### src/rtl/core/pngse_pkg.sv
package pngse_pkg;

  typedef enum logic [1:0] {
    SRC_HDR,
    SRC_FILT,
    SRC_SAMP,
    SRC_FIN
  } byte_src_t;

  typedef struct packed {
    logic      emit;
    byte_src_t src;
    logic [5:0] idx;
    logic      last;
    logic      eof;
    logic      start;
    logic      take;
  } cmd_t;

  typedef struct packed {
    logic emit_ok;
    logic div_done;
    logic blk_pend;
    logic raw_last;
    logic line_head;
  } status_t;

  localparam logic [5:0] HDR_LAST_IDX = 6'd42;
  localparam logic [5:0] HDR_IDAT_LEN_IDX = 6'd33;
  localparam logic [5:0] FIN_LAST_IDX = 6'd19;
  localparam logic [2:0] BLK_LAST_IDX = 3'd4;
  localparam logic [31:0] CRC_POLY = 32'hEDB88320;
  localparam logic [31:0] CRC_INIT = 32'hFFFFFFFF;
  localparam logic [16:0] ADLER_MOD = 17'd65521;

  function automatic logic [31:0] crc_byte(input logic [31:0] crc, input logic [7:0] b);
    logic [31:0] c;
    c = crc ^ {24'd0, b};
    for (int k = 0; k < 8; k++) begin
      c = c[0] ? ((c >> 1) ^ CRC_POLY) : (c >> 1);
    end
    return c;
  endfunction

  function automatic logic [7:0] be_byte(input logic [31:0] w, input logic [1:0] sel);
    logic [7:0] b;
    case (sel)
      2'd0: b = w[31:24];
      2'd1: b = w[23:16];
      2'd2: b = w[15:8];
      default: b = w[7:0];
    endcase
    return b;
  endfunction

  function automatic logic [7:0] sig_byte(input logic [2:0] i);
    logic [7:0] b;
    case (i)
      3'd0: b = 8'd137;
      3'd1: b = 8'd80;
      3'd2: b = 8'd78;
      3'd3: b = 8'd71;
      3'd4: b = 8'd13;
      3'd5: b = 8'd10;
      3'd6: b = 8'd26;
      default: b = 8'd10;
    endcase
    return b;
  endfunction

  function automatic logic [31:0] ihdr_type();
    return 32'h49484452;
  endfunction

  function automatic logic [31:0] idat_type();
    return 32'h49444154;
  endfunction

  function automatic logic [31:0] iend_type();
    return 32'h49454E44;
  endfunction

endpackage

### src/rtl/core/pngse_ctrl.sv
module pngse_ctrl (
  input  logic               clk,
  input  logic               rst_n,
  input  logic               in_valid,
  output logic               in_ready,
  input  pngse_pkg::status_t st,
  output pngse_pkg::cmd_t    cmd
);

  typedef enum logic [2:0] {
    S_IDLE,
    S_HDR,
    S_FILT,
    S_SAMP,
    S_FIN
  } state_t;

  state_t     state_r;
  logic [5:0] idx_r;
  logic       started_r;
  logic       emit;

  assign in_ready = (state_r == S_IDLE);

  always_comb begin
    emit = 1'b0;
    if (state_r != S_IDLE && st.emit_ok) begin
      emit = !(state_r == S_HDR && idx_r == pngse_pkg::HDR_IDAT_LEN_IDX && !st.div_done);
    end
  end

  always_comb begin
    cmd = '0;
    cmd.emit = emit;
    cmd.idx = idx_r;
    cmd.take = in_valid && (state_r == S_IDLE);
    cmd.start = cmd.take && !started_r;
    unique case (state_r)
      S_HDR: cmd.src = pngse_pkg::SRC_HDR;
      S_FILT: cmd.src = pngse_pkg::SRC_FILT;
      S_SAMP: begin
        cmd.src = pngse_pkg::SRC_SAMP;
        cmd.last = !st.blk_pend && !st.raw_last;
      end
      S_FIN: begin
        cmd.src = pngse_pkg::SRC_FIN;
        cmd.last = (idx_r == pngse_pkg::FIN_LAST_IDX);
        cmd.eof = (idx_r == pngse_pkg::FIN_LAST_IDX);
      end
      default: cmd.src = pngse_pkg::SRC_HDR;
    endcase
  end

  always_ff @(posedge clk) begin
    if (!rst_n) begin
      state_r <= S_IDLE;
      idx_r <= '0;
      started_r <= 1'b0;
    end else begin
      unique case (state_r)
        S_IDLE: begin
          if (in_valid) begin
            idx_r <= '0;
            started_r <= 1'b1;
            if (!started_r) begin
              state_r <= S_HDR;
            end else begin
              state_r <= st.line_head ? S_FILT : S_SAMP;
            end
          end
        end
        S_HDR: begin
          if (emit) begin
            if (idx_r == pngse_pkg::HDR_LAST_IDX) begin
              idx_r <= '0;
              state_r <= S_FILT;
            end else begin
              idx_r <= idx_r + 6'd1;
            end
          end
        end
        S_FILT: begin
          if (emit) begin
            if (st.blk_pend) begin
              idx_r <= idx_r + 6'd1;
            end else begin
              idx_r <= '0;
              state_r <= S_SAMP;
            end
          end
        end
        S_SAMP: begin
          if (emit) begin
            if (st.blk_pend) begin
              idx_r <= idx_r + 6'd1;
            end else begin
              idx_r <= '0;
              state_r <= st.raw_last ? S_FIN : S_IDLE;
            end
          end
        end
        S_FIN: begin
          if (emit) begin
            if (idx_r == pngse_pkg::FIN_LAST_IDX) begin
              idx_r <= '0;
              started_r <= 1'b0;
              state_r <= S_IDLE;
            end else begin
              idx_r <= idx_r + 6'd1;
            end
          end
        end
        default: state_r <= S_IDLE;
      endcase
    end
  end

endmodule

### src/rtl/core/pngse_datapath.sv
module pngse_datapath #(
  parameter int MAX_WIDTH = 8192,
  parameter int MAX_HEIGHT = 8192,
  parameter int STORED_BLOCK_BYTES = 65535
) (
  input  logic               clk,
  input  logic               rst_n,
  input  logic               cfg_we,
  input  logic               cfg_index,
  input  logic [13:0]        cfg_wdata,
  input  logic [7:0]         in_colour_sample,
  input  pngse_pkg::cmd_t    cmd,
  output pngse_pkg::status_t st,
  input  logic               out_ready,
  output logic               out_valid,
  output logic [7:0]         out_byte,
  output logic               out_last_of_item,
  output logic               out_end_of_file
);

  localparam int RAW_W = 30;
  localparam int PROD_W = RAW_W + 32;
  localparam logic [16:0] BLK = 17'(STORED_BLOCK_BYTES);

  // The block count is a multiplication by a rounded-up reciprocal of the block size.
  // It is exact for every numerator below 2**RAW_W.
  localparam int RCP_LOG = $clog2(STORED_BLOCK_BYTES);
  localparam int RCP_SHIFT = RAW_W + RCP_LOG;
  localparam logic [63:0] RCP_FULL = ((64'd1 << RCP_SHIFT) + 64'(STORED_BLOCK_BYTES) - 64'd1) /
                                     64'(STORED_BLOCK_BYTES);
  localparam logic [31:0] RCP_M = 32'(RCP_FULL);

  typedef enum logic [2:0] {
    DV_IDLE,
    DV_MUL,
    DV_PREP,
    DV_DIV,
    DV_SUM
  } div_state_t;

  logic [13:0]      cfg_w_r, cfg_h_r;
  logic [13:0]      cw_r, ch_r;
  logic [13:0]      cw_nxt, ch_nxt;
  logic [15:0]      row_bytes_r;
  logic [RAW_W-1:0] raw_r, raw_left_r;
  logic [15:0]      blk_left_r;
  logic [15:0]      bir_r;
  logic [31:0]      crc_r, idat_r;
  logic [15:0]      adl_lo_r, adl_hi_r;
  logic [7:0]       sample_r;
  div_state_t       dv_r;
  logic             div_done_r;
  logic [RAW_W-1:0] num_r;
  logic [31:0]      blocks_r;
  logic             out_valid_r, last_r, eof_r;
  logic [7:0]       out_byte_r;

  logic [7:0]        byte_nxt;
  logic              crc_en, crc_rst, raw_emit;
  logic [31:0]       crc_base, crc_nxt;
  logic [15:0]       len_nxt;
  logic              final_nxt;
  logic [16:0]       lo_s, hi_s;
  logic [15:0]       lo_nxt, hi_nxt;
  logic [5:0]        idx;
  logic [15:0]       bir_inc;
  logic [PROD_W-1:0] prod;

  assign idx = cmd.idx;

  always_comb begin
    cw_nxt = (cfg_w_r == 14'd0) ? 14'd1 : cfg_w_r;
    if (32'(cw_nxt) > 32'(MAX_WIDTH)) cw_nxt = 14'(MAX_WIDTH);
    ch_nxt = (cfg_h_r == 14'd0) ? 14'd1 : cfg_h_r;
    if (32'(ch_nxt) > 32'(MAX_HEIGHT)) ch_nxt = 14'(MAX_HEIGHT);
  end

  always_comb begin
    final_nxt = 32'(raw_left_r) <= 32'(STORED_BLOCK_BYTES);
    len_nxt = (32'(raw_left_r) < 32'(STORED_BLOCK_BYTES)) ? 16'(raw_left_r) : 16'(BLK);
  end

  assign st.emit_ok = !out_valid_r || out_ready;
  assign st.div_done = div_done_r;
  assign st.blk_pend = (blk_left_r == 16'd0);
  assign st.raw_last = (raw_left_r == RAW_W'(1));
  assign st.line_head = (bir_r == 16'd0);

  always_comb begin
    byte_nxt = 8'd0;
    crc_en = 1'b0;
    crc_rst = 1'b0;
    raw_emit = 1'b0;
    case (cmd.src)
      pngse_pkg::SRC_HDR: begin
        if (idx < 6'd8) begin
          byte_nxt = pngse_pkg::sig_byte(idx[2:0]);
        end else if (idx < 6'd12) begin
          byte_nxt = pngse_pkg::be_byte(32'd13, idx[1:0]);
        end else if (idx < 6'd16) begin
          byte_nxt = pngse_pkg::be_byte(pngse_pkg::ihdr_type(), idx[1:0]);
          crc_en = 1'b1;
          crc_rst = (idx == 6'd12);
        end else if (idx < 6'd20) begin
          byte_nxt = pngse_pkg::be_byte({18'd0, cw_r}, idx[1:0]);
          crc_en = 1'b1;
        end else if (idx < 6'd24) begin
          byte_nxt = pngse_pkg::be_byte({18'd0, ch_r}, idx[1:0]);
          crc_en = 1'b1;
        end else if (idx < 6'd29) begin
          byte_nxt = (idx == 6'd24) ? 8'd8 : ((idx == 6'd25) ? 8'd2 : 8'd0);
          crc_en = 1'b1;
        end else if (idx < 6'd33) begin
          byte_nxt = pngse_pkg::be_byte(~crc_r, 2'(idx - 6'd29));
        end else if (idx < 6'd37) begin
          byte_nxt = pngse_pkg::be_byte(idat_r, 2'(idx - 6'd33));
        end else if (idx < 6'd41) begin
          byte_nxt = pngse_pkg::be_byte(pngse_pkg::idat_type(), 2'(idx - 6'd37));
          crc_en = 1'b1;
          crc_rst = (idx == 6'd37);
        end else begin
          byte_nxt = (idx == 6'd41) ? 8'h78 : 8'h01;
          crc_en = 1'b1;
        end
      end
      pngse_pkg::SRC_FIN: begin
        if (idx < 6'd4) begin
          byte_nxt = pngse_pkg::be_byte({adl_hi_r, adl_lo_r}, idx[1:0]);
          crc_en = 1'b1;
        end else if (idx < 6'd8) begin
          byte_nxt = pngse_pkg::be_byte(~crc_r, idx[1:0]);
        end else if (idx < 6'd12) begin
          byte_nxt = 8'd0;
        end else if (idx < 6'd16) begin
          byte_nxt = pngse_pkg::be_byte(pngse_pkg::iend_type(), idx[1:0]);
          crc_en = 1'b1;
          crc_rst = (idx == 6'd12);
        end else begin
          byte_nxt = pngse_pkg::be_byte(~crc_r, idx[1:0]);
        end
      end
      default: begin
        crc_en = 1'b1;
        if (blk_left_r == 16'd0) begin
          case (idx[2:0])
            3'd0: byte_nxt = {7'd0, final_nxt};
            3'd1: byte_nxt = len_nxt[7:0];
            3'd2: byte_nxt = len_nxt[15:8];
            3'd3: byte_nxt = ~len_nxt[7:0];
            default: byte_nxt = ~len_nxt[15:8];
          endcase
        end else begin
          raw_emit = 1'b1;
          byte_nxt = (cmd.src == pngse_pkg::SRC_SAMP) ? sample_r : 8'd0;
        end
      end
    endcase
  end

  always_comb begin
    crc_base = crc_rst ? pngse_pkg::CRC_INIT : crc_r;
    crc_nxt = pngse_pkg::crc_byte(crc_base, byte_nxt);
    lo_s = 17'(adl_lo_r) + 17'(byte_nxt);
    lo_nxt = (lo_s >= pngse_pkg::ADLER_MOD) ? 16'(lo_s - pngse_pkg::ADLER_MOD) : 16'(lo_s);
    hi_s = 17'(adl_hi_r) + 17'(lo_nxt);
    hi_nxt = (hi_s >= pngse_pkg::ADLER_MOD) ? 16'(hi_s - pngse_pkg::ADLER_MOD) : 16'(hi_s);
    bir_inc = bir_r + 16'd1;
    prod = PROD_W'(num_r) * PROD_W'(RCP_M);
  end

  always_ff @(posedge clk) begin
    if (!rst_n) begin
      cfg_w_r <= 14'd1;
      cfg_h_r <= 14'd1;
      out_valid_r <= 1'b0;
      dv_r <= DV_IDLE;
      div_done_r <= 1'b0;
      blk_left_r <= '0;
      bir_r <= '0;
      raw_left_r <= '0;
      crc_r <= pngse_pkg::CRC_INIT;
      adl_lo_r <= 16'd1;
      adl_hi_r <= 16'd0;
    end else begin
      if (cfg_we) begin
        if (cfg_index) cfg_h_r <= cfg_wdata;
        else cfg_w_r <= cfg_wdata;
      end
      if (cmd.take) sample_r <= in_colour_sample;
      if (cmd.start) begin
        cw_r <= cw_nxt;
        ch_r <= ch_nxt;
        dv_r <= DV_MUL;
        div_done_r <= 1'b0;
        blk_left_r <= '0;
        bir_r <= '0;
        adl_lo_r <= 16'd1;
        adl_hi_r <= 16'd0;
      end else begin
        case (dv_r)
          DV_MUL: begin
            raw_r <= RAW_W'(32'(ch_r) * (32'd1 + 32'd3 * 32'(cw_r)));
            row_bytes_r <= 16'(32'd3 * 32'(cw_r));
            dv_r <= DV_PREP;
          end
          DV_PREP: begin
            num_r <= raw_r + RAW_W'(STORED_BLOCK_BYTES - 1);
            raw_left_r <= raw_r;
            dv_r <= DV_DIV;
          end
          DV_DIV: begin
            blocks_r <= 32'(prod >> RCP_SHIFT);
            dv_r <= DV_SUM;
          end
          DV_SUM: begin
            idat_r <= 32'd6 + 32'(raw_r) + (blocks_r << 2) + blocks_r;
            div_done_r <= 1'b1;
            dv_r <= DV_IDLE;
          end
          default: dv_r <= DV_IDLE;
        endcase
        if (cmd.emit) begin
          if (crc_en) crc_r <= crc_nxt;
          if (cmd.src == pngse_pkg::SRC_FILT || cmd.src == pngse_pkg::SRC_SAMP) begin
            if (blk_left_r == 16'd0 && idx[2:0] == pngse_pkg::BLK_LAST_IDX) begin
              blk_left_r <= len_nxt;
            end
          end
          if (raw_emit) begin
            adl_lo_r <= lo_nxt;
            adl_hi_r <= hi_nxt;
            blk_left_r <= blk_left_r - 16'd1;
            raw_left_r <= raw_left_r - RAW_W'(1);
            if (cmd.src == pngse_pkg::SRC_SAMP) begin
              bir_r <= (bir_inc >= row_bytes_r) ? 16'd0 : bir_inc;
            end
          end
        end
      end
      if (cmd.emit) begin
        out_valid_r <= 1'b1;
      end else if (out_ready) begin
        out_valid_r <= 1'b0;
      end
    end
  end

  always_ff @(posedge clk) begin
    if (cmd.emit) begin
      out_byte_r <= byte_nxt;
      last_r <= cmd.last;
      eof_r <= cmd.eof;
    end
  end

  assign out_valid = out_valid_r;
  assign out_byte = out_byte_r;
  assign out_last_of_item = last_r;
  assign out_end_of_file = eof_r;

endmodule

### src/rtl/core/png_stored_image_encoder_top.sv
// Encodes 8-bit RGB samples into an uncompressed PNG byte stream.
// The input channel takes one colour sample per word, red, green, blue, rows top to
// bottom. The output channel gives one file byte per word, with a flag on the last
// byte caused by a sample and a flag on the last byte of the file.
// The configuration port sets width (index 0) and height (index 1); the sizes are
// latched at the first sample of an image and are clamped to 1..MAX.
// The first sample of an image produces 43 header bytes; the IDAT length is computed
// after it in multiply, prepare, divide and sum steps, from a product and a reciprocal
// multiplication, well before its bytes are due. A sample's bytes are emitted one per
// cycle while the receiver accepts them; the next sample is taken once all are emitted:
// one byte for a mid-row sample, more at a row start, a stored-block start, or the
// image end (20 trailer bytes). The output register lets the next sample be taken
// while the final byte still waits. When the receiver stalls, byte generation pauses.
// Reset clears all control state; sizes return to 1 x 1 and the next sample starts
// a new image. After the last sample the next sample starts another image.
module png_stored_image_encoder_top #(
  parameter int MAX_WIDTH = 8192,
  parameter int MAX_HEIGHT = 8192,
  parameter int STORED_BLOCK_BYTES = 65535
) (
  input  logic        clk,
  input  logic        rst_n,
  input  logic        cfg_we,
  input  logic        cfg_index,
  input  logic [13:0] cfg_wdata,
  input  logic        in_valid,
  output logic        in_ready,
  input  logic [7:0]  in_colour_sample,
  output logic        out_valid,
  input  logic        out_ready,
  output logic [7:0]  out_byte,
  output logic        out_last_of_item,
  output logic        out_end_of_file
);

  pngse_pkg::cmd_t    cmd;
  pngse_pkg::status_t st;

  pngse_ctrl u_ctrl (
    .clk      (clk),
    .rst_n    (rst_n),
    .in_valid (in_valid),
    .in_ready (in_ready),
    .st       (st),
    .cmd      (cmd)
  );

  pngse_datapath #(
    .MAX_WIDTH          (MAX_WIDTH),
    .MAX_HEIGHT         (MAX_HEIGHT),
    .STORED_BLOCK_BYTES (STORED_BLOCK_BYTES)
  ) u_dp (
    .clk              (clk),
    .rst_n            (rst_n),
    .cfg_we           (cfg_we),
    .cfg_index        (cfg_index),
    .cfg_wdata        (cfg_wdata),
    .in_colour_sample (in_colour_sample),
    .cmd              (cmd),
    .st               (st),
    .out_ready        (out_ready),
    .out_valid        (out_valid),
    .out_byte         (out_byte),
    .out_last_of_item (out_last_of_item),
    .out_end_of_file  (out_end_of_file)
  );

endmodule

### config.mk
export PLATFORM = sky130hd
export DESIGN_NAME = png_stored_image_encoder_top
export DESIGN_NICKNAME = d
export VERILOG_FILES = /design/src/rtl/core/pngse_pkg.sv /design/src/rtl/core/pngse_ctrl.sv /design/src/rtl/core/pngse_datapath.sv /design/src/rtl/core/png_stored_image_encoder_top.sv
export SDC_FILE = /design/constraint.sdc
export NUM_CORES = 2
export LEC_CHECK = 0
export BUFFER_PORTS_ARGS = -buffer_cell sky130_fd_sc_hd__buf_4
export CAP_MARGIN = 15
export CORE_MARGIN = 5
export CORE_UTILIZATION = 50
export CTS_CLUSTER_SIZE = 14
export DETAILED_ROUTE_END_ITERATION = 8
export PLACE_DENSITY = 0.66
export SLEW_MARGIN = 10
export SYNTH_ARGS = -nofsm -noshare
export SYNTH_HDL_FRONTEND = slang
export SYNTH_SLANG_ARGS = --single-unit
### constraint.sdc
create_clock -name clk -period 12.8 [get_ports clk]
set_input_delay 3.2 -clock clk [delete_from_list [all_inputs] [get_ports clk]]
set_output_delay 3.2 -clock clk [all_outputs]
set_load 0.005 [all_outputs]
; ---- After elaboration in Yosys (flattened, before gate mapping)
; Index checks and enable logic that the tools add are counted.
; Widths: inputs -> output; s select.
[word_totals]
word_cells = 285
reg_bits = 338
output_inout_bits = 12
inputBits = 28
[classes]
bitwise_logic = 15
add_sub_neg = 16
muxes = 113
mul = 3
eq_ne = 43
n_reduce_logical = 52
order_cmp = 17
[op_table]
columns = cell, n
row1 = $mux 32, 9
row2 = $mux 8, 16
row3 = $mux 16, 7
row4 = $not 13->14, 8
row5 = $pmux 8 s3, 4
row6 = $mux 30, 3
row7 = $mul 30x31->61 const B, 1
row8 = $pmux 8 s2, 3
row9 = $pmux 8 s6, 1
row10 = $mux 6, 7
row11 = $mux 1, 35
row12 = $ge 17x16->1 const B, 2
row13 = $mux 3, 11
row14 = $add 32x15->32, 1
row15 = $add 32x17->32, 1
row16 = $logic_not 16->1, 2
row17 = $mul 14x32->30, 1
row18 = $not 32->32, 1
row19 = $pmux 8 s4, 1
row20 = $sub 16x16->16 const B, 2
row21 = $xor 32x8->32, 1
row22 = $add 3x30->31 const A, 1
row23 = $add 30x16->30 const B, 1
row24 = $eq 30x1->1 const B, 1
row25 = other kinds (56), 139

; ---- Longest topological paths before layout
[depth]
ltp_word = 30
mapped_depth = 40
ltp_nobuf = 37

; ---- By module
; Synthesis repeated with hierarchy kept, for this count alone.
[hier_totals]
hier_cells = 3532
hier_area_um2 = 32428.6
[by_module_without_submodules]
columns = mod, cells_per_inst, n_inst, area_each_um2
row1 = pngse_datapath, 3419, 1, 31500.2
row2 = pngse_ctrl, 113, 1, 928.4

; ---- Worst setup path before layout
; OpenSTA, ideal clock, no wires.
[synth_timing]
path_kind = in2reg
startpoint = in rst_n
endpoint = reg u_dp.dv_r[1]
cell_stages = 4
arrival_ns = 8.936
setup_slack_ns = 3.776
path_buffers = 1
cell_sequence = clkbuf_1 o21ai_1 nor4b_1 or2_2
[synth_between]
elab_chain_cells = 2
[synth_rtl]
columns = item, line_no
row1 = from (decl), png_stored_image_encoder_top.sv:22  ; input logic rst_n,
row2 = $not 1->1 (no source line), n/a
row3 = $reduce_or 2->1 (no source line), n/a
row4 = to (signal assigned), pngse_datapath.sv:176  ; dv_r <= DV_IDLE;
row5 = to (signal assigned), pngse_datapath.sv:193  ; dv_r <= DV_MUL;
row6 = to (signal assigned), pngse_datapath.sv:204  ; dv_r <= DV_PREP;
row7 = to (decl), pngse_datapath.sv:51  ; div_state_t dv_r;
; Every way passes these cells.
; A chain may end at the register's enable or synchronous reset.

; ---- Worst setup path in the final report
[layout_timing]
startpoint = reg u_ctrl.idx_r[0]
endpoint = reg u_dp.adl_hi_r[8]
[layout_between]
elab_cells_between_ends = 80
[layout_lines]
columns = item, line_no
row1 = from (decl), pngse_ctrl.sv:19  ; logic [5:0] idx_r;
row2 = from (signal assigned), pngse_ctrl.sv:78  ; idx_r <= idx_r + 6'd1;
row3 = from (signal assigned), pngse_ctrl.sv:85  ; idx_r <= idx_r + 6'd1;
row4 = from (signal assigned), pngse_ctrl.sv:95  ; idx_r <= idx_r + 6'd1;
row5 = $sub 2x1->2, "pngse_datapath.sv:114, pngse_datapath.sv:116"
row6 = "$eq 2x2->1, or another cell as far along", pngse_pkg.sv:47  ; case (sel)
row7 = $pmux 8 s3, pngse_pkg.sv:47
row8 = $mux 8, pngse_datapath.sv:115  ; end else if (idx < 6'd37) begin
row9 = $mux 8, pngse_datapath.sv:113  ; end else if (idx < 6'd33) begin
row10 = $mux 8, pngse_datapath.sv:110  ; end else if (idx < 6'd29) begin
row11 = $mux 8, pngse_datapath.sv:107  ; end else if (idx < 6'd24) begin
row12 = $mux 8, pngse_datapath.sv:104  ; end else if (idx < 6'd20) begin
row13 = (+4 left out), n/a
row14 = named net u_dp.byte_nxt[1], pngse_datapath.sv:58  ; logic [7:0] byte_nxt;
row15 = $add 16x8->17 (*), pngse_datapath.sv:163  ; lo_s = 17'(adl_lo_r) + 17'(byte_nxt);
row16 = $ge 17x16->1 (*), pngse_datapath.sv:164  ; lo_nxt = (lo_s >= pngse_pkg::ADLER_MOD) ? 16'(lo_s - pngse_pkg::ADLER_MOD) : 16'(lo_s);
row17 = $mux 16 (*), pngse_datapath.sv:164
row18 = named net u_dp.lo_nxt[0], pngse_datapath.sv:64  ; logic [15:0] lo_nxt, hi_nxt;
row19 = $add 16x16->17 (*), pngse_datapath.sv:165  ; hi_s = 17'(adl_hi_r) + 17'(lo_nxt);
row20 = $sub 16x16->16 / $ge 17x16->1 (equally long branches), pngse_datapath.sv:166  ; hi_nxt = (hi_s >= pngse_pkg::ADLER_MOD) ? 16'(hi_s - pngse_pkg::ADLER_MOD) : 16'(hi_s);
row21 = $mux 16 (*), pngse_datapath.sv:166
row22 = to (signal assigned), pngse_datapath.sv:231  ; adl_hi_r <= hi_nxt;
row23 = to (decl), pngse_datapath.sv:49  ; logic [15:0] adl_lo_r, adl_hi_r;
; The timed path passes the listed nets; every way through them passes the cells marked *.

==> flow_metrics.env <==
export IMPL_synth_top_family_by_area="adder cells"
export IMPL_numCtsBuffers=40
export IMPL_clock_sinks=338
export IMPL_layout_common_cells="nand2_1 (440), ha_1 (319), inv_1 (313)"
export IMPL_grt_pass1_vias=25400
export IMPL_drt_wl_total_um=87000
export IMPL_antenna_found_initial=3
export IMPL_place_hpwl_um=65100
export IMPL_hold_path_depth=2
export IMPL_placed_area_sq_mm=0.0332
export IMPL_io_buffers=39
export IMPL_synth_fa_ha_area_frac=0.245
export IMPL_crit_path_top_delay_cell="o31ai_1"
export IMPL_tightest_slew_ps=1170
export IMPL_setup_viol=0
export IMPL_coreArea_sq_mm=0.0641
export IMPL_grtUsageTotal=0.245
export IMPL_die_w_um=264
export IMPL_cts_resized=0
export IMPL_syn_instance_count=3680
export IMPL_drc=0
export IMPL_synth_edf_count=169
export IMPL_ys_seq_area_frac=0.262
export IMPL_io_pins=40
export IMPL_crit_path_max_incr_delay_ps=960
export IMPL_clk_latency_ps=580
export IMPL_r2r_cells=34
export IMPL_drt_first_iter_violations=2329
export IMPL_cts_root_buf="clkbuf_16"
export IMPL_rsz0062_at_grt="no"
export IMPL_dp_cells=4419
export IMPL_synth_ff_type="edfxtp_1"
export IMPL_multi_input_area_sq_mm=0.0219
export IMPL_drtPass1Iterations=6
export IMPL_synth_nets=4223
export IMPL_worstPathArrival_ps=11320
export IMPL_wire_per_inst_um=19.4
export IMPL_fmaxAchievable_ghz=0.0923
export IMPL_final_common_cell="nand2_1"
export IMPL_ys_warn_count=0
export IMPL_synth_compound_area_frac=0.156
export IMPL_fin_crit_ps=10830
export IMPL_postLayoutCellArea_sq_mm=0.0346
export IMPL_cp_end_kind="flip-flop"
export IMPL_fin_worst_skew_ps=30.4
export IMPL_n_fill_cell=5866
export IMPL_min_path_type="reg -> reg"
export IMPL_final_util=0.540
export IMPL_hold_buffers=0
export IMPL_cts_tree="yes"
export IMPL_cts_clk_slew_worst_paths_ps=70
export IMPL_h_tree_depth=2
export IMPL_grt_pass1_wl_um=139000
export IMPL_drv_cap=0
export IMPL_async_flop_share=0
export IMPL_vias=26200
export IMPL_slew_viol_final=0
export IMPL_drive_gt1_frac=0.0605
export IMPL_synth_simple_gate_area_share=0.186
export IMPL_relSlewSlack=0.220
export IMPL_gp_congestion=0.939
export IMPL_avgSynthCellArea_sq_um=8.76
export IMPL_die_y_um=264
export IMPL_die_area_sq_mm=0.0696
export IMPL_start_util=0.503
export IMPL_critPathRequiredTime_ps=13290
export IMPL_start_kind="flip-flop"
export IMPL_regArea_sq_mm=0.00846
export IMPL_synthMuxAreaShare=0.00485
export IMPL_overflow=0
export IMPL_post_cts_buffers=0
export IMPL_status="complete, no violations"
export IMPL_syn_to_final_growth_pct=7.44
export IMPL_crit_type="reg -> reg"
export IMPL_viasPerCell=5.82
export IMPL_cts_path_max_buffers=3
export IMPL_finalCritPeriodShare=0.846
export IMPL_final_hold_viol_count=0
export IMPL_synth_xor_area_frac=0.0832
export IMPL_drtAntennaViolNets=0
export IMPL_synth_area_sq_mm=0.0322
export IMPL_ys_ff_latch=338
export IMPL_fin_cells=4494
export IMPL_grt_max_degree=61
export IMPL_fin_setup_tns_ps=0
export IMPL_critPathMaxFanout=17
export IMPL_final_nets=4149
export IMPL_synth_cell_types=102
export IMPL_rows=93
==> layout make-up <==
cell class,count,area share
clock inverter,25,0.0101
tap,855,0.0309
clock buffer,48,0.0319
antenna,2,0.000145
timing repair buffer,82,0.0178
sequential,338,0.244
multi-input combinational,2830,0.631
inverter,314,0.0340
==> worst max-delay path, delay by kind of cell, from the launching register on <==
family                     cells  cell delay (ps)
AOI/OAI and AO/OA             17             4520
and+or+nand+nor                8             2850
xor gates and xnor gates       3              730
DFF                            1              560
buffers and inverters          2              480
adders and majority gates      4             1580
==> routing by layer <==
metal,routed length [um],track usage
met1,38100,0.339
met2,39400,0.392
met3,6250,0.0413
met4,3240,0.0849
met5,0,0
==> worst paths after layout <==
path,from,end,slack (ps)
min,u_dp.blk_left_r[1],u_dp.blk_left_r[1],460
max,u_ctrl.idx_r[0],u_dp.adl_hi_r[8],1970
min reg2reg,u_dp.blk_left_r[1],u_dp.blk_left_r[1],460
max reg2reg,u_ctrl.idx_r[0],u_dp.adl_hi_r[8],1970
==> Yosys cell counts, types with 30 or more instances <==
master | instances | area (sq um)
xnor2_1 | 173 | 1520
clkbuf_1 | 144 | 541
nand2_1 | 442 | 1660
and3_1 | 36 | 225
nand3_1 | 76 | 380
nand4_1 | 30 | 188
buf_2 | 31 | 155
nor2_1 | 252 | 946
nor2b_1 | 58 | 363
o211ai_1 | 36 | 270
ha_1 | 321 | 4020
a21boi_0 | 31 | 233
inv_1 | 313 | 1170
xor2_1 | 111 | 972
nand2b_1 | 36 | 225
dfxtp_1 | 169 | 3380
a21oi_1 | 206 | 1030
nor3_1 | 70 | 350
and2_1 | 126 | 788
fa_1 | 194 | 3880
edfxtp_1 | 169 | 5070
a21o_1 | 55 | 413
o21ai_0 | 161 | 806
==> stage by stage <==
step / setup WS (ps) / hold slack, ps
floorplan: 3780 / 418
global placement: 2270 / 437
detailed placement: 2220 / 452
CTS: 2150 / 461
global route: 1220 / 483
finish: 1970 / 457
==> cell families after synthesis <==
family	Yosys count
mux	14
compound gates	764
buf+inv	512
simple gates	1242
fa+ha+maj	515
xor+xnor	294
flops	338
other cells	1
==> sequential cells by signal (all words and copies together) (netlist names), 8 cells and up <==
| name | flops |
|---|---|
| u_dp.adl_lo_r | 16 |
| u_dp.crc_r | 32 |
| u_dp.raw_left_r | 30 |
| u_dp.bir_r | 16 |
| u_dp.blk_left_r | 16 |
| u_dp.adl_hi_r | 16 |
| u_dp.raw_r | 30 |
| u_dp.cw_r | 14 |
| u_dp.ch_r | 14 |
| u_dp.row_bytes_r | 16 |
| u_dp.cfg_h_r | 14 |
| u_dp.sample_r | 8 |
| u_dp.cfg_w_r | 14 |
| u_dp.out_byte | 8 |
| u_dp.blocks_r | 15 |
| u_dp.num_r | 30 |
| u_dp.idat_r | 32 |
Power is not shown: default switching activity piles up to over one toggle a cycle in this logic, so the estimate is an artifact.
